File: src/design/sensor_baseline_ema_level_meter_assert.svh
// Assertion macros used by the level meter top level.
`ifndef SENSOR_BASELINE_EMA_LEVEL_METER_ASSERT_SVH
`define SENSOR_BASELINE_EMA_LEVEL_METER_ASSERT_SVH

// Same-cycle implication, disabled during reset.
`define SBELM_ASSERT_IMP(label, clk, rst_n, ante, cons, msg) \
  label: assert property (@(posedge clk) disable iff (!rst_n) (ante) |-> (cons)) \
    else $error(msg);

// Next-cycle implication, disabled during reset.
`define SBELM_ASSERT_NXT(label, clk, rst_n, ante, cons, msg) \
  label: assert property (@(posedge clk) disable iff (!rst_n) (ante) |=> (cons)) \
    else $error(msg);

`endif

File: src/design/sbelm_pkg.sv
// Shared constants and controller/datapath interface types for the level meter.
`timescale 1ns / 1ps
package sbelm_pkg;

  localparam int SAMPLE_BITS     = 12;
  localparam int SAMPLES_PER_AVG = 16;
  localparam int GROUP_BITS      = $clog2(SAMPLES_PER_AVG);
  localparam int GSUM_BITS       = SAMPLE_BITS + GROUP_BITS;
  localparam int FRAC_BITS       = 8;
  localparam int LEVEL_BITS      = SAMPLE_BITS + FRAC_BITS;
  localparam int CALIB_BITS      = 10;
  localparam int CSUM_BITS       = SAMPLE_BITS + CALIB_BITS;
  localparam int HALF_BITS       = 11;
  localparam int STRIP_BITS      = 8;
  localparam int GAIN_BITS       = 9;
  localparam int DELTA_BITS      = 13;
  localparam int DIFF_BITS       = LEVEL_BITS + 1;
  localparam int PROD_BITS       = DIFF_BITS + GAIN_BITS + 1;
  localparam int STEP_BITS       = PROD_BITS - FRAC_BITS;
  localparam int FSUM_BITS       = LEVEL_BITS + 4;
  localparam int SPAN_BITS       = HALF_BITS + 1;
  localparam int NUM_BITS        = SPAN_BITS + STRIP_BITS;
  localparam int DIV_BITS        = CSUM_BITS + FRAC_BITS;
  localparam int DVS_BITS        = SPAN_BITS;
  localparam int DIV_CNT_BITS    = $clog2(DIV_BITS);
  localparam int CFG_IDX_BITS    = 3;
  localparam int CFG_DATA_BITS   = 12;

  localparam logic [GROUP_BITS-1:0] GROUP_LAST = GROUP_BITS'(SAMPLES_PER_AVG - 1);
  localparam logic [LEVEL_BITS-1:0] LEVEL_MAX  = {LEVEL_BITS{1'b1}};

  localparam logic [HALF_BITS-1:0]   HALF_RANGE_RST   = HALF_BITS'(100);
  localparam logic [STRIP_BITS-1:0]  STRIP_LENGTH_RST = STRIP_BITS'(40);
  localparam logic [CALIB_BITS-1:0]  CALIB_COUNT_RST  = CALIB_BITS'(256);
  localparam logic [GAIN_BITS-1:0]   FILTER_GAIN_RST  = GAIN_BITS'(51);
  localparam logic [SAMPLE_BITS-1:0] RAIL_HIGH_RST    = SAMPLE_BITS'(4090);
  localparam logic [SAMPLE_BITS-1:0] RAIL_LOW_RST     = SAMPLE_BITS'(5);

  localparam logic [CFG_IDX_BITS-1:0] CFG_HALF_RANGE   = 3'd0;
  localparam logic [CFG_IDX_BITS-1:0] CFG_STRIP_LENGTH = 3'd1;
  localparam logic [CFG_IDX_BITS-1:0] CFG_CALIB_COUNT  = 3'd2;
  localparam logic [CFG_IDX_BITS-1:0] CFG_FILTER_GAIN  = 3'd3;
  localparam logic [CFG_IDX_BITS-1:0] CFG_RAIL_HIGH    = 3'd4;
  localparam logic [CFG_IDX_BITS-1:0] CFG_RAIL_LOW     = 3'd5;

  typedef struct packed {
    logic acc;
    logic cal_add;
    logic div_start;
    logic div_sel_map;
    logic base_load;
    logic mul;
    logic upd;
    logic dlt;
    logic out_load;
  } sbelm_cmd_t;

  typedef struct packed {
    logic group_last;
    logic calibrated;
    logic cal_last;
    logic div_busy;
    logic div_done;
  } sbelm_sts_t;

endpackage

File: src/design/sbelm_div.sv
// Restoring radix-2 divider shared by the baseline and bar mapping steps.
`timescale 1ns / 1ps
module sbelm_div (
  input  logic                                clk_i,
  input  logic                                rst_ni,
  input  logic                                start_i,
  input  logic [sbelm_pkg::DIV_BITS-1:0]      dividend_i,
  input  logic [sbelm_pkg::DVS_BITS-1:0]      divisor_i,
  output logic                                busy_o,
  output logic                                done_o,
  output logic [sbelm_pkg::DIV_BITS-1:0]      quotient_o
);
  import sbelm_pkg::*;

  logic                    busy_q, busy_d;
  logic                    done_q, done_d;
  logic [DIV_CNT_BITS-1:0] cnt_q, cnt_d;
  logic [DIV_BITS-1:0]     quo_q, quo_d;
  logic [DVS_BITS-1:0]     rem_q, rem_d;
  logic [DVS_BITS-1:0]     dvs_q, dvs_d;
  logic [DVS_BITS:0]       trial;
  logic                    fits;

  assign trial = {rem_q, quo_q[DIV_BITS-1]};
  assign fits  = trial >= {1'b0, dvs_q};

  always_comb begin
    busy_d = busy_q;
    done_d = 1'b0;
    cnt_d  = cnt_q;
    quo_d  = quo_q;
    rem_d  = rem_q;
    dvs_d  = dvs_q;
    if (start_i) begin
      busy_d = 1'b1;
      cnt_d  = DIV_CNT_BITS'(DIV_BITS - 1);
      quo_d  = dividend_i;
      rem_d  = '0;
      dvs_d  = divisor_i;
    end else if (busy_q) begin
      quo_d = {quo_q[DIV_BITS-2:0], fits};
      rem_d = fits ? DVS_BITS'(trial - {1'b0, dvs_q}) : trial[DVS_BITS-1:0];
      cnt_d = cnt_q - 1'b1;
      if (cnt_q == '0) begin
        busy_d = 1'b0;
        done_d = 1'b1;
      end
    end
  end

  always_ff @(posedge clk_i or negedge rst_ni) begin
    if (!rst_ni) begin
      busy_q <= 1'b0;
      done_q <= 1'b0;
      cnt_q  <= '0;
    end else begin
      busy_q <= busy_d;
      done_q <= done_d;
      cnt_q  <= cnt_d;
    end
  end

  always_ff @(posedge clk_i) begin
    quo_q <= quo_d;
    rem_q <= rem_d;
    dvs_q <= dvs_d;
  end

  assign busy_o     = busy_q;
  assign done_o     = done_q;
  assign quotient_o = quo_q;

endmodule

File: src/design/sbelm_dp.sv
// Datapath: configuration registers, averaging, calibration, filter and bar mapping.
`timescale 1ns / 1ps
module sbelm_dp (
  input  logic                                       clk_i,
  input  logic                                       rst_ni,
  input  logic                                       cfg_we_i,
  input  logic [sbelm_pkg::CFG_IDX_BITS-1:0]         cfg_index_i,
  input  logic [sbelm_pkg::CFG_DATA_BITS-1:0]        cfg_data_i,
  input  logic [sbelm_pkg::SAMPLE_BITS-1:0]          sample_i,
  input  sbelm_pkg::sbelm_cmd_t                      cmd_i,
  output sbelm_pkg::sbelm_sts_t                      sts_o,
  output logic [sbelm_pkg::STRIP_BITS-1:0]           lit_count_o,
  output logic                                       rail_hit_o,
  output logic signed [sbelm_pkg::DELTA_BITS-1:0]    level_delta_o,
  output logic [sbelm_pkg::SAMPLE_BITS-1:0]          average_level_o
);
  import sbelm_pkg::*;

  logic [HALF_BITS-1:0]   half_range_q;
  logic [STRIP_BITS-1:0]  strip_length_q;
  logic [CALIB_BITS-1:0]  calib_count_q;
  logic [GAIN_BITS-1:0]   filter_gain_q;
  logic [SAMPLE_BITS-1:0] rail_high_q;
  logic [SAMPLE_BITS-1:0] rail_low_q;

  logic [GSUM_BITS-1:0]   group_sum_q;
  logic [GROUP_BITS-1:0]  group_idx_q;
  logic [SAMPLE_BITS-1:0] avg_q;
  logic [CSUM_BITS-1:0]   calib_sum_q;
  logic [CALIB_BITS-1:0]  calib_idx_q;
  logic                   calibrated_q;
  logic [LEVEL_BITS-1:0]  base_q;
  logic [LEVEL_BITS-1:0]  filt_q;
  logic signed [PROD_BITS-1:0]  prod_q;
  logic signed [DELTA_BITS-1:0] delta_q;
  logic                   rail_q;

  logic [STRIP_BITS-1:0]        lit_out_q;
  logic                         rail_out_q;
  logic signed [DELTA_BITS-1:0] delta_out_q;
  logic [SAMPLE_BITS-1:0]       avg_out_q;

  logic [GSUM_BITS-1:0]         gsum_next;
  logic [CALIB_BITS:0]          calib_next;
  logic signed [DIFF_BITS-1:0]  diff;
  logic signed [PROD_BITS-1:0]  prod_d;
  logic signed [STEP_BITS-1:0]  step;
  logic signed [FSUM_BITS-1:0]  fsum;
  logic [LEVEL_BITS-1:0]        filt_upd;
  logic signed [DIFF_BITS-1:0]  dev;
  logic signed [DIFF_BITS-1:0]  dev_adj;
  logic [HALF_BITS-1:0]         h;
  logic signed [DELTA_BITS-1:0] hs;
  logic signed [DELTA_BITS-1:0] clamped;
  logic signed [DELTA_BITS-1:0] span_s;
  logic [NUM_BITS-1:0]          num;
  logic [DIV_BITS-1:0]          div_dividend;
  logic [DVS_BITS-1:0]          div_divisor;
  logic                         div_busy;
  logic                         div_done;
  logic [DIV_BITS-1:0]          div_quo;

  assign gsum_next  = group_sum_q + GSUM_BITS'(sample_i);
  assign calib_next = {1'b0, calib_idx_q} + 1'b1;

  assign diff   = $signed({1'b0, avg_q, {FRAC_BITS{1'b0}}}) - $signed({1'b0, filt_q});
  assign prod_d = $signed({1'b0, filter_gain_q}) * diff;
  assign step   = prod_q[PROD_BITS-1:FRAC_BITS];
  assign fsum   = $signed({{(FSUM_BITS-LEVEL_BITS){1'b0}}, filt_q})
                + {{(FSUM_BITS-STEP_BITS){step[STEP_BITS-1]}}, step};

  always_comb begin
    if (fsum < 0) begin
      filt_upd = '0;
    end else if (fsum > $signed({{(FSUM_BITS-LEVEL_BITS){1'b0}}, LEVEL_MAX})) begin
      filt_upd = LEVEL_MAX;
    end else begin
      filt_upd = fsum[LEVEL_BITS-1:0];
    end
  end

  assign dev     = $signed({1'b0, filt_q}) - $signed({1'b0, base_q});
  assign dev_adj = dev[DIFF_BITS-1] ? dev + DIFF_BITS'(255) : dev;

  assign h  = (half_range_q == '0) ? HALF_BITS'(1) : half_range_q;
  assign hs = $signed({{(DELTA_BITS-HALF_BITS){1'b0}}, h});

  always_comb begin
    if (delta_q > hs) begin
      clamped = hs;
    end else if (delta_q < -hs) begin
      clamped = -hs;
    end else begin
      clamped = delta_q;
    end
  end

  assign span_s = clamped + hs;
  assign num    = span_s[SPAN_BITS-1:0] * strip_length_q;

  assign div_dividend = cmd_i.div_sel_map ? DIV_BITS'(num)
                                          : {calib_sum_q, {FRAC_BITS{1'b0}}};
  assign div_divisor  = cmd_i.div_sel_map ? {h, 1'b0} : DVS_BITS'(calib_idx_q);

  sbelm_div u_div (
    .clk_i      (clk_i),
    .rst_ni     (rst_ni),
    .start_i    (cmd_i.div_start),
    .dividend_i (div_dividend),
    .divisor_i  (div_divisor),
    .busy_o     (div_busy),
    .done_o     (div_done),
    .quotient_o (div_quo)
  );

  always_ff @(posedge clk_i or negedge rst_ni) begin
    if (!rst_ni) begin
      half_range_q   <= HALF_RANGE_RST;
      strip_length_q <= STRIP_LENGTH_RST;
      calib_count_q  <= CALIB_COUNT_RST;
      filter_gain_q  <= FILTER_GAIN_RST;
      rail_high_q    <= RAIL_HIGH_RST;
      rail_low_q     <= RAIL_LOW_RST;
    end else if (cfg_we_i) begin
      case (cfg_index_i)
        CFG_HALF_RANGE:   half_range_q   <= cfg_data_i[HALF_BITS-1:0];
        CFG_STRIP_LENGTH: strip_length_q <= cfg_data_i[STRIP_BITS-1:0];
        CFG_CALIB_COUNT:  calib_count_q  <= cfg_data_i[CALIB_BITS-1:0];
        CFG_FILTER_GAIN:  filter_gain_q  <= cfg_data_i[GAIN_BITS-1:0];
        CFG_RAIL_HIGH:    rail_high_q    <= cfg_data_i[SAMPLE_BITS-1:0];
        CFG_RAIL_LOW:     rail_low_q     <= cfg_data_i[SAMPLE_BITS-1:0];
        default: ;
      endcase
    end
  end

  always_ff @(posedge clk_i or negedge rst_ni) begin
    if (!rst_ni) begin
      group_sum_q  <= '0;
      group_idx_q  <= '0;
      calib_sum_q  <= '0;
      calib_idx_q  <= '0;
      calibrated_q <= 1'b0;
      base_q       <= '0;
      filt_q       <= '0;
    end else begin
      if (cmd_i.acc) begin
        if (group_idx_q == GROUP_LAST) begin
          group_sum_q <= '0;
          group_idx_q <= '0;
        end else begin
          group_sum_q <= gsum_next;
          group_idx_q <= group_idx_q + 1'b1;
        end
      end
      if (cmd_i.cal_add) begin
        calib_sum_q <= calib_sum_q + CSUM_BITS'(avg_q);
        calib_idx_q <= calib_next[CALIB_BITS-1:0];
      end
      if (cmd_i.base_load) begin
        base_q       <= div_quo[LEVEL_BITS-1:0];
        filt_q       <= div_quo[LEVEL_BITS-1:0];
        calibrated_q <= 1'b1;
      end else if (cmd_i.upd) begin
        filt_q <= filt_upd;
      end
    end
  end

  always_ff @(posedge clk_i) begin
    if (cmd_i.acc && (group_idx_q == GROUP_LAST)) begin
      avg_q <= gsum_next[GSUM_BITS-1:GROUP_BITS];
    end
    if (cmd_i.mul) begin
      prod_q <= prod_d;
    end
    if (cmd_i.dlt) begin
      delta_q <= dev_adj[DIFF_BITS-1:FRAC_BITS];
      rail_q  <= (avg_q >= rail_high_q) || (avg_q <= rail_low_q);
    end
    if (cmd_i.out_load) begin
      lit_out_q   <= div_quo[STRIP_BITS-1:0];
      rail_out_q  <= rail_q;
      delta_out_q <= delta_q;
      avg_out_q   <= avg_q;
    end
  end

  assign sts_o.group_last = group_idx_q == GROUP_LAST;
  assign sts_o.calibrated = calibrated_q;
  assign sts_o.cal_last   = calib_next >= {1'b0, calib_count_q};
  assign sts_o.div_busy   = div_busy;
  assign sts_o.div_done   = div_done;

  assign lit_count_o     = lit_out_q;
  assign rail_hit_o      = rail_out_q;
  assign level_delta_o   = delta_out_q;
  assign average_level_o = avg_out_q;

endmodule

File: src/design/sbelm_ctrl.sv
// Controller state machine sequencing the level meter datapath.
`timescale 1ns / 1ps
module sbelm_ctrl (
  input  logic                  clk_i,
  input  logic                  rst_ni,
  input  logic                  in_valid_i,
  output logic                  in_ready_o,
  output logic                  out_valid_o,
  input  logic                  out_ready_i,
  input  sbelm_pkg::sbelm_sts_t sts_i,
  output sbelm_pkg::sbelm_cmd_t cmd_o
);
  import sbelm_pkg::*;

  localparam logic [3:0] S_IDLE   = 4'd0;
  localparam logic [3:0] S_CAL    = 4'd1;
  localparam logic [3:0] S_CSTART = 4'd2;
  localparam logic [3:0] S_CDIV   = 4'd3;
  localparam logic [3:0] S_MUL    = 4'd4;
  localparam logic [3:0] S_UPD    = 4'd5;
  localparam logic [3:0] S_DLT    = 4'd6;
  localparam logic [3:0] S_MSTART = 4'd7;
  localparam logic [3:0] S_MDIV   = 4'd8;
  localparam logic [3:0] S_EMIT   = 4'd9;

  logic [3:0] state_q, state_d;
  logic       out_valid_q, out_valid_d;

  always_comb begin
    state_d     = state_q;
    out_valid_d = out_valid_q && !out_ready_i;
    cmd_o       = '0;
    in_ready_o  = 1'b0;
    case (state_q)
      S_IDLE: begin
        in_ready_o = 1'b1;
        if (in_valid_i) begin
          cmd_o.acc = 1'b1;
          if (sts_i.group_last) begin
            state_d = sts_i.calibrated ? S_MUL : S_CAL;
          end
        end
      end
      S_CAL: begin
        cmd_o.cal_add = 1'b1;
        state_d = sts_i.cal_last ? S_CSTART : S_IDLE;
      end
      S_CSTART: begin
        cmd_o.div_start = 1'b1;
        state_d = S_CDIV;
      end
      S_CDIV: begin
        if (sts_i.div_done) begin
          cmd_o.base_load = 1'b1;
          state_d = S_IDLE;
        end
      end
      S_MUL: begin
        cmd_o.mul = 1'b1;
        state_d = S_UPD;
      end
      S_UPD: begin
        cmd_o.upd = 1'b1;
        state_d = S_DLT;
      end
      S_DLT: begin
        cmd_o.dlt = 1'b1;
        state_d = S_MSTART;
      end
      S_MSTART: begin
        cmd_o.div_start   = 1'b1;
        cmd_o.div_sel_map = 1'b1;
        state_d = S_MDIV;
      end
      S_MDIV: begin
        if (sts_i.div_done) begin
          state_d = S_EMIT;
        end
      end
      S_EMIT: begin
        if (!out_valid_q || out_ready_i) begin
          cmd_o.out_load = 1'b1;
          out_valid_d    = 1'b1;
          state_d        = S_IDLE;
        end
      end
      default: begin
        state_d = S_IDLE;
      end
    endcase
  end

  always_ff @(posedge clk_i or negedge rst_ni) begin
    if (!rst_ni) begin
      state_q     <= S_IDLE;
      out_valid_q <= 1'b0;
    end else begin
      state_q     <= state_d;
      out_valid_q <= out_valid_d;
    end
  end

  assign out_valid_o = out_valid_q;

endmodule

File: src/design/sensor_baseline_ema_level_meter.sv
// Top level of the baseline-calibrated exponential filter level meter.
//
//   Channel   Direction  Handshake                  Payload
//   in        input      in_valid_i / in_ready_o    sample_i
//   out       output     out_valid_o / out_ready_i  lit_count_o, rail_hit_o,
//                                                   level_delta_o, average_level_o
//   cfg       input      cfg_valid_i / cfg_ready_o  cfg_index_i, cfg_data_i
//
// A sample that does not close a group of 16 leaves the FSM ready in S_IDLE.
// A group closing during calibration adds the S_CAL state; the last one also
// S_CSTART and S_CDIV, where the 30-step shared divider forms the baseline.
// A group that closes after calibration passes through multiply, update,
// delta, then 30 divider steps for the bar mapping, plus the output load.
// The output register holds a result while out_ready_i is low; the next item is
// still taken, and a new result waits only if the previous one is unread.
// Reset needs no clearing pass; the configuration port is always ready.
`timescale 1ns / 1ps
module sensor_baseline_ema_level_meter (
  input  logic                                     clk_i,
  input  logic                                     rst_ni,
  input  logic                                     in_valid_i,
  output logic                                     in_ready_o,
  input  logic [sbelm_pkg::SAMPLE_BITS-1:0]        sample_i,
  output logic                                     out_valid_o,
  input  logic                                     out_ready_i,
  output logic [sbelm_pkg::STRIP_BITS-1:0]         lit_count_o,
  output logic                                     rail_hit_o,
  output logic signed [sbelm_pkg::DELTA_BITS-1:0]  level_delta_o,
  output logic [sbelm_pkg::SAMPLE_BITS-1:0]        average_level_o,
  input  logic                                     cfg_valid_i,
  output logic                                     cfg_ready_o,
  input  logic [sbelm_pkg::CFG_IDX_BITS-1:0]       cfg_index_i,
  input  logic [sbelm_pkg::CFG_DATA_BITS-1:0]      cfg_data_i
);
  import sbelm_pkg::*;

  `include "sensor_baseline_ema_level_meter_assert.svh"

  sbelm_cmd_t cmd;
  sbelm_sts_t sts;

  assign cfg_ready_o = 1'b1;

  sbelm_ctrl u_ctrl (
    .clk_i       (clk_i),
    .rst_ni      (rst_ni),
    .in_valid_i  (in_valid_i),
    .in_ready_o  (in_ready_o),
    .out_valid_o (out_valid_o),
    .out_ready_i (out_ready_i),
    .sts_i       (sts),
    .cmd_o       (cmd)
  );

  sbelm_dp u_dp (
    .clk_i           (clk_i),
    .rst_ni          (rst_ni),
    .cfg_we_i        (cfg_valid_i && cfg_ready_o),
    .cfg_index_i     (cfg_index_i),
    .cfg_data_i      (cfg_data_i),
    .sample_i        (sample_i),
    .cmd_i           (cmd),
    .sts_o           (sts),
    .lit_count_o     (lit_count_o),
    .rail_hit_o      (rail_hit_o),
    .level_delta_o   (level_delta_o),
    .average_level_o (average_level_o)
  );

  `SBELM_ASSERT_IMP(a_div_start_idle, clk_i, rst_ni, cmd.div_start, !sts.div_busy,
                    "Divider started while busy.")
  `SBELM_ASSERT_IMP(a_no_input_during_div, clk_i, rst_ni, in_ready_o, !sts.div_busy,
                    "Input ready while the divider is busy.")
  `SBELM_ASSERT_NXT(a_group_end_stalls, clk_i, rst_ni,
                    in_valid_i && in_ready_o && sts.group_last, !in_ready_o,
                    "Input taken right after a group closed.")

endmodule
File: config.mk
export PLATFORM = sky130hd
export DESIGN_NAME = sensor_baseline_ema_level_meter
export DESIGN_NICKNAME = d
export VERILOG_FILES = /design/src/design/sbelm_pkg.sv /design/src/design/sbelm_div.sv /design/src/design/sbelm_dp.sv /design/src/design/sbelm_ctrl.sv /design/src/design/sensor_baseline_ema_level_meter.sv
export VERILOG_INCLUDE_DIRS = /design/src /design/src/design
export SDC_FILE = /design/constraint.sdc
export NUM_CORES = 1
export LEC_CHECK = 0
export ABC_AREA = 0
export CORE_MARGIN = 2
export CORE_UTILIZATION = 60
export DETAILED_ROUTE_END_ITERATION = 16
export DONT_BUFFER_PORTS = 1
export GPL_TIMING_DRIVEN = 0
export PLACE_DENSITY = 0.89
export SLEW_MARGIN = 15
export SYNTH_ARGS = -nofsm -noshare
export SYNTH_HDL_FRONTEND = slang
export SYNTH_HIERARCHICAL = 1
export SYNTH_SLANG_ARGS = --single-unit
File: constraint.sdc
create_clock -name clk_i -period 8.7 [get_ports clk_i]
set_clock_uncertainty 0.2 [all_clocks]
set_input_delay 0.87 -clock clk_i [delete_from_list [all_inputs] [get_ports clk_i]]
set_output_delay 0.87 -clock clk_i [all_outputs]
set_load 0.01 [all_outputs]
Word-level counts from Yosys, hierarchy flattened
Cells that the tools add are included.
{"block": "word_totals", "regBits": 312, "latchBits": 0, "ram_bits": 0, "rom_bits": 0, "in_bits": 32, "output_inout_bits": 37, "elab_cells": 140, "n_memories": 0}
{"block": "op_classes", "addsub": 12, "mul": 2, "div_mod_pow": 0, "n_lt_le_gt_ge": 8, "eq_ne": 20, "n_shift": 0, "muxes": 46, "n_bitwise": 0, "n_reduce_logical": 20}
{"operator": "20-bit 2-to-1 mux", "count": 5}
{"operator": "30-bit 2-to-1 mux", "count": 3}
{"operator": "20-bit by 20-bit subtractor with 21-bit output", "count": 2}
{"operator": "4-bit case mux with 10 select lines", "count": 1}
{"operator": "12-bit 2-to-1 mux", "count": 3}
{"operator": "10-bit by 21-bit multiplier with 31-bit output", "count": 1}
{"operator": "21-bit by 23-bit adder with 24-bit output", "count": 1}
{"operator": "24-bit by 21-bit greater-than comparator with 1-bit output (second input constant)", "count": 1}
{"operator": "24-bit by 1-bit < comparator with 1-bit output (second input constant)", "count": 1}
{"operator": "4-bit 2-to-1 mux", "count": 6}
{"operator": "22-bit by 12-bit adder with 22-bit output", "count": 1}
{"operator": "21-bit by 9-bit adder with 21-bit output (second input constant)", "count": 1}
{"operator": "1-bit 2-to-1 mux", "count": 21}
{"operator": "12-bit by 8-bit multiplier with 20-bit output", "count": 1}
{"operator": "16-bit by 12-bit adder with 16-bit output", "count": 1}
{"operator": "4-bit by 3-bit equality test with 1-bit output (second input constant)", "count": 4}
{"operator": "16-bit 2-to-1 mux", "count": 1}
{"operator": "13-bit by 12-bit greater-or-equal comparator with 1-bit output", "count": 1}
{"operator": "13-bit by 12-bit greater-than comparator with 1-bit output", "count": 1}
{"operator": "13-bit < comparator", "count": 1}
{"operator": "11-bit negator with 13-bit output", "count": 1}
{"operator": "12-bit adder", "count": 1}
{"operator": "4-bit equality test (second input constant)", "count": 3}
{"operator": "12-bit greater-or-equal comparator", "count": 1}
{"operator": "29 further kinds", "count": 45}

Logic depth before layout (Yosys ltp)
Gate-level depths: netlist of the first run.
{"block": "depth", "word_depth": 10, "depth_mapped": 45, "depth_no_buf": 44}

Hierarchy
Netlist of the first run, hierarchy kept.
{"module": "sbelm_dp", "n_inst": 1, "cells_per_inst": 2602, "area_per_inst_um2": 24653.6, "seq_area_each_um2": 6398.6}
{"module": "sbelm_div", "n_inst": 1, "cells_per_inst": 265, "area_per_inst_um2": 3156.8, "seq_area_each_um2": 1676.6}
{"module": "sbelm_ctrl", "n_inst": 1, "cells_per_inst": 47, "area_per_inst_um2": 429.2, "seq_area_each_um2": 125.1}
{"module": "sensor_baseline_ema_level_meter", "n_inst": 1, "cells_per_inst": 2, "area_per_inst_um2": 11.3, "seq_area_each_um2": 0.0}

Worst setup path before layout of the first run
Ideal clock, no wire load.
{"block": "synth_timing", "path_kind": "reg2reg", "startpoint": "register u_dp.half_range_q[5]", "endpoint": "register u_dp.u_div.quo_q[19] (netlist: u_dp/u_div/quotient_o[19]), data pin", "setup_ns": 0.260, "arrival_time_ns": 8.909, "t_required_ns": 8.240, "slack_ns": -0.669, "path_stages_with_launch": 42, "n_path_buf": 1, "synth_period_minus_slack_ns": 9.369, "cell_sequence": "dfstp_2 > or4_1 > nor2_1 > a31o_2 > inv_2 > ha_1 > nand3_1 > nor2_1 > xnor2_1 > ha_1 > o21a_1 > o21ai_0 > a21oi_1 > o2111ai_1 > a21oi_1 > buf_1 > mux2i_1 > o2bb2ai_1 > [... 6 more ...] > o21a_1 > o21a_1 > o211ai_1 > nand2_1 > fa_1 > inv_1 > fa_1 > fa_1 > inv_1 > fa_1 > inv_1 > ha_1 > or3_1 > o211a_1 > a41oi_1 > and4_1 > nor3_1 > mux2_2"}
{"block": "synth_via", "elab_chain_cells": 10, "word_cells_on_any_way": 11, "cone_classes": "add/sub: 2; mul: 1; order compare: 2; mux: 5; reduce/logical: 1"}
{"element": "start: declaration", "line_no": "sbelm_dp.sv:19", "rtl": "logic [HALF_BITS-1:0] half_range_q;"}
{"element": "start signal: assignment", "line_no": "sbelm_dp.sv:126", "rtl": "CFG_HALF_RANGE: half_range_q <= cfg_data_i[HALF_BITS-1:0];"}
{"element": "11-bit logical NOT", "line_no": "sbelm_dp.sv:85", "rtl": "assign h = (half_range_q == '0) ? HALF_BITS'(1) : half_range_q;"}
{"element": "11-bit 2-to-1 mux (*)", "line_no": "sbelm_dp.sv:85"}
{"element": "11-bit negator with 13-bit output", "line_no": "sbelm_dp.sv:91", "rtl": "end else if (delta_q < -hs) begin"}
{"element": "13-bit < comparator", "line_no": "sbelm_dp.sv:91"}
{"element": "12-bit 2-to-1 mux", "line_no": "sbelm_dp.sv:91"}
{"element": "12-bit 2-to-1 mux", "line_no": "sbelm_dp.sv:89", "rtl": "if (delta_q > hs) begin"}
{"element": "12-bit adder (*)", "line_no": "sbelm_dp.sv:98", "rtl": "assign span_s = clamped + hs;"}
{"element": "12-bit by 8-bit multiplier with 20-bit output (*)", "line_no": "sbelm_dp.sv:99", "rtl": "assign num = span_s[SPAN_BITS-1:0] * strip_length_q;"}
{"element": "30-bit 2-to-1 mux (*)", "line_no": "sbelm_dp.sv:101", "rtl": "assign div_dividend = cmd_i.div_sel_map ? DIV_BITS'(num)"}
{"element": "via u_dp.div_dividend[19]", "line_no": "sbelm_dp.sv:57", "rtl": "logic [DIV_BITS-1:0] div_dividend;"}
{"element": "30-bit 2-to-1 mux (*)", "line_no": "sbelm_div.sv:34", "rtl": "if (start_i) begin"}
{"element": "via u_dp.u_div.quo_d[19]", "line_no": "sbelm_div.sv:18", "rtl": "logic [DIV_BITS-1:0] quo_q, quo_d;"}
{"element": "end signal: assignment", "line_no": "sbelm_div.sv:64", "rtl": "quo_q <= quo_d;"}
{"element": "end: declaration", "line_no": "sbelm_div.sv:18"}
The timed path passes the listed nets; every way through them passes the cells marked *.
A chain may end at the register's enable or synchronous reset.

Final worst setup path of the first run
{"block": "layout_timing", "startpoint": "register u_dp.half_range_q[6]", "endpoint": "register u_dp.u_div.quo_q[16] (netlist: u_dp/u_div/quotient_o[16]), data pin"}
Same word-level chain as after synthesis.

==> results of run 1 <==
[path summary, 6_finish.rpt]
path	startpoint	to	slack [ns]
worst max-delay path	u_dp/half_range_q[6]	u_dp/u_div/quotient_o[16]	-0.77
worst min-delay path	rst_ni	u_ctrl/out_valid_o	0.11
worst max register to register	u_dp/half_range_q[6]	u_dp/u_div/quotient_o[16]	-0.77
worst min register to register	u_dp/rail_q	u_dp/rail_hit_o	0.23
max in group asynchronous	rst_ni	u_dp/rail_high_q[9]	7.29
min in group clk_i	cfg_data_i[4]	u_dp/rail_high_q[4]	0.21
[routing by layer]
metal  vias to the layer above  wire (um)  global-route usage  part of all wire
met5                         -         28                   0           0.00037
met2                      1123      36440              0.5151              0.48
met4                         4       4350              0.1535             0.057
met3                       296       6340             0.06732             0.083
met1                     10980      29030              0.3742              0.38
li1                      10050          -                   -                 -
[registers in the layout (all words and copies together) (netlist names), 13 cells and up]
register and flops:
u_dp/base_q 20, u_dp/calib_sum_q 22, u_dp/delta_q 13, u_dp/filt_q 20, u_dp/group_sum_q 16, u_dp/level_delta_o 13, u_dp/prod_q 23, u_dp/u_div/quotient_o 30
[layout by cell type (no fill, tap or decap), drive strengths merged, types with 53 or more instances in the layout]
cell type	count
dfrtp	145
buf	80
mux2	90
inv	399
a21o	53
nor3	53
nor2	130
ha	267
o21ai	125
fa	222
clkbuf	126
xnor2	105
nand3	53
and2	180
a21oi	99
edfxtp	125
nand2	288
xor2	65
[what timing repair did]
action,CTS,global route
pin swaps,48,34
buffers inserted,41,17
resized for setup,54,42
setup endpoints to repair,13,15
endpoints found under the hold margin,158,0
hold buffers,2,0
[cell type report]
type | instances | area (sq um) | share of cell area
sequential | 304 | 8204 | 0.2615
clock buffer | 46 | 979.7 | 0.03123
tap | 607 | 759.5 | 0.02421
inverter | 395 | 1488 | 0.04743
multi-input combinational | 2117 | 18720 | 0.5969
clock inverter | 20 | 257.7 | 0.008217
timing repair buffer | 65 | 526.8 | 0.01679
buffer | 96 | 430.4 | 0.01372
[worst max-delay path, delay by kind of cell (launching register included)]
family	cells	cell delay, ns
flops	1	0.37
buf+inv	8	0.68
mux	3	0.77
fa+ha+maj	9	3.28
xor+xnor	1	0.18
simple gates	7	1.26
compound gates	16	2.44
[through the flow]
stage          setup TNS [ns]    util  instance area, sq um  std cells  hold slack [ns]
4_1_cts                -4.614  0.6670                 31050       3633           0.1641
5_1_grt                -9.614  0.6738                 31370       3650           0.1823
6_report               -6.259  0.6738                 31370       3650           0.1072
3_5_place_dp           -15.29  0.6277                 29220       3527           0.2161
3_3_place_gp           -12.15  0.6262                 29150       3522           0.2057
2_1_floorplan         -0.6297       -                 28390       2915           0.2003
==> flow_summary_export.csv, run 1 <==
group,metric,value,unit
status,status,"finished, violations left",
status,violations,"negative setup slack",
routing,routedWlPerCell,20.87,um
clock_network,cts_tree,"done",
layout,n_fill_cell,3252,
clock_network,cts_buffer_depth,3,
grt,grt_usage,0.3069,
clock_network,numCtsBuffers,36,
grt,gr-total-overflow,0,
layout,drive_gt1_frac,0.1272,
sta,worst_pin_slew,1.096,ns
sta,slew_viol_final,0,
setup_path,timing_worst_setup_path_type,"reg -> reg",
sta,hold_viol_final,0,
run,maxCapViolCount,0,
clock_network,clkSinkCount,304,
clock_network,cts_root_buf,"clkbuf_16",
routing,drc,0,
routing,vias,22450,
placement,io_buffers,0,
placement,place_hpwl,55.43,mm
clock_network,clkLatencyLatePin,0.56,ns
die,start_util,0.6067,
synthesis,syn_inst,2915,
setup_path,reg2reg_depth,44,
sta,min_period,9.467,ns
setup_path,crit_fanout,6,
synthesis,synth_warnings,6,
setup_path,cpPeakStageDelay,0.54,ns
setup_path,end_kind,"flop",
synthesis,synth_area,0.02824,sq mm
clock_network,clk_pin_slew,0.06,ns
die,die_h,221.0,um
sta,max_slew_margin,0.2643,
routing,vias_per_cell,6.151,
sta,setup_slack,-0.7669,ns
layout,area_growth,11.07,%
sta,min_period_over_period,1.088,
routing,first_iter_violations,1897,
die,num_io_pins,69,
routing,first_pass_iters,6,
grt,grt_pass1_wl,120.2,mm
die,die_x,221.0,um
grt,grt_pass1_vias,23160,
sta,fmax,0.1056,GHz
synthesis,syn-num-nets,3436,
sta,finalSetupViolations,11,
sta,rsz0062_at_grt,"true",
setup_path,cp.arrival,9.56,ns
setup_path,start_kind,"flop",
routing,postRouteWirelength,76.19,mm
min_path,hold_path_class,"in -> async",
synthesis,avgSynthCellArea,9.689,sq um
setup_path,critPathMostFrequentCell,"o21a_1",
placement,dpl_worst_slack,-1.712,ns
routing,ant_nets,0,
placement,gp_congestion,0.9366,
die,num_rows,79,
layout,antenna_cells,0,
clock_network,cts_max_level,2,
setup_path,cp.required,8.80,ns
die,core_area,0.04656,sq mm
die,die_area,0.04882,sq mm
setup_path,crit_path_top_delay_cell,"or4_4",
grt,grt_max_degree,159,
layout,fin_nets,3536,
grt,antenna_found_initial,3,
Power of run 1 is not shown: default switching activity piles up to over one toggle a cycle in this logic, so the estimate is an artifact.
==> run 2, diff against run 1 <==
--- a/config.mk
+++ b/config.mk
@@ -8,11 +8,11 @@
 export LEC_CHECK = 0
 export ABC_AREA = 0
 export CORE_MARGIN = 2
-export CORE_UTILIZATION = 60
+export CORE_UTILIZATION = 55
 export DETAILED_ROUTE_END_ITERATION = 16
 export DONT_BUFFER_PORTS = 1
 export GPL_TIMING_DRIVEN = 0
-export PLACE_DENSITY = 0.89
+export PLACE_DENSITY = 0.83
 export SLEW_MARGIN = 15
 export SYNTH_ARGS = -nofsm -noshare
 export SYNTH_HDL_FRONTEND = slang
==> flow_summary_export.csv, run 2 (same netlist as run 1, synthesis figures left out) <==
group,metric,value,unit
grt,grt_pass1_wl,115.7,mm
sta,min_period,9.708,ns
layout,antenna_cells,0,
clock_network,clkSinkCount,304,
sta,min_period_over_period,1.116,
placement,place_hpwl,52.79,mm
clock_network,cts_root_buf,"clkbuf_16",
routing,first_pass_iters,5,
grt,antenna_found_initial,3,
layout,fin_nets,3536,
die,core_area,0.05099,sq mm
clock_network,clk_pin_slew,0.06,ns
run,maxCapViolCount,0,
setup_path,crit_path_top_delay_cell,"or4_4",
clock_network,numCtsBuffers,36,
setup_path,cp.arrival,9.80,ns
clock_network,clkLatencyLatePin,0.57,ns
status,violations,"negative setup slack",
routing,drc,0,
layout,utilization,0.6232,
setup_path,cp.required,8.79,ns
routing,first_iter_violations,1964,
layout,mostFrequentLayoutCells,"383 x inv_1, 280 x nand2_1, 254 x ha_1",
setup_path,cpPeakStageDelay,0.55,ns
layout,final_common_cell,"inv_1",
sta,finalSetupViolations,12,
sta,fmax,0.1030,GHz
setup_path,timing_worst_setup_path_type,"reg -> reg",
grt,gr-total-overflow,0,
layout,area_growth,12.52,%
die,num_io_pins,69,
setup_path,crit_buf_inv,5,
clock_network,cts_max_level,2,
sta,worst_pin_slew,1.070,ns
clock_network,cts_buffer_depth,3,
min_path,hold_path_class,"in -> async",
layout,drive_gt1_frac,0.1337,
sta,slew_viol_final,0,
die,die_h,230.6,um
setup_path,cp_top_family,"adder cells",
routing,routedWlPerCell,19.85,um
placement,io_buffers,0,
die,die_x,230.6,um
die,start_util,0.5539,
sta,rsz0062_at_grt,"true",
routing,postRouteWirelength,73.89,mm
die,num_rows,83,
sta,hold_viol_final,0,
grt,grt_usage,0.2738,
setup_path,start_kind,"flop",
setup_path,end_kind,"flop",
placement,dpl_worst_slack,-1.348,ns
sta,setup_slack,-1.008,ns
placement,gp_congestion,0.9424,
die,die_area,0.05318,sq mm
routing,vias,22060,
status,status,"finished, violations left",
setup_path,reg2reg_depth,42,
routing,vias_per_cell,5.925,
clock_network,cts_tree,"done",
sta,max_slew_margin,0.2788,
routing,ant_nets,0,
setup_path,cp_num_cells,42,
setup_path,critPathMostFrequentCell,"fa_1",
setup_path,crit_fanout,5,
grt,grt_max_degree,167,
layout,largest_register_ffs,30,
grt,grt_pass1_vias,21950,
-- run 2: layout make-up --
class	count	area, sq um
tap	680	850.8
inverter	395	1488
multi-input combinational	2117	18920
sequential	304	8202
clock inverter	22	319.1
clock buffer	44	1003
buffer	96	427.9
timing repair buffer	65	569.3
fill	3751	19210
-- run 2: what timing repair did --
| item | CTS | global route |
|---|---|---|
| hold buffers | 2 | 0 |
| buffers inserted | 36 | 22 |
| hold endpoints to repair | 166 | 0 |
| gates resized for setup | 60 | 76 |
| endpoints found under the setup margin | 13 | 16 |
| pin swaps | 64 | 69 |
| cloned | 0 | 0 |
-- run 2: routing by layer --
layer / share of wire / vias to the layer above / GRT usage
met2: 0.47 / 983 / 0.4466
met5: 0 / - / 0
li1: - / 10020 / -
met1: 0.40 / 10830 / 0.3553
met4: 0.054 / 0 / 0.1315
met3: 0.074 / 234 / 0.04743
-- run 2: path summary, 6_finish.rpt --
kind,start,endpoint,slack (ns)
min in group clk_i,cfg_data_i[5],u_dp/strip_length_q[5],0.22
hold / removal,rst_ni,u_ctrl/out_valid_o,0.06
hold reg to reg,u_dp/rail_q,u_dp/rail_hit_o,0.25
setup reg to reg,u_dp/half_range_q[6],u_dp/u_div/quotient_o[19],-1.01
max in group asynchronous,rst_ni,u_dp/rail_low_q[10],7.47
setup / recovery,u_dp/half_range_q[6],u_dp/u_div/quotient_o[19],-1.01
-- run 2: stage by stage --
stage | hold slack (ns) | TNS (ns) | cells | instance area, sq um
2_1_floorplan | 0.2003 | -0.6297 | 2915 | 28390
3_3_place_gp | 0.2023 | -11.43 | 3595 | 29250
3_5_place_dp | 0.2164 | -11.96 | 3600 | 29310
4_1_cts | 0.1504 | -5.344 | 3704 | 31260
5_1_grt | 0.1259 | -11.77 | 3723 | 31780
6_report | 0.05920 | -8.674 | 3723 | 31780
-- run 2: worst reg2reg max path: cells and delay by family, from the launching register on --
family | cells | cell delay [ns]
flip-flops | 1 | 0.39
multiplexers | 2 | 0.49
adder cells (fa/ha/maj) | 9 | 3.33
XOR/XNOR | 1 | 0.22
AO/OA/AOI/OAI | 16 | 3.00
AND/OR/NAND/NOR | 9 | 1.46
buffers and inverters | 5 | 0.35
Power of run 2 is left out for the same reason.
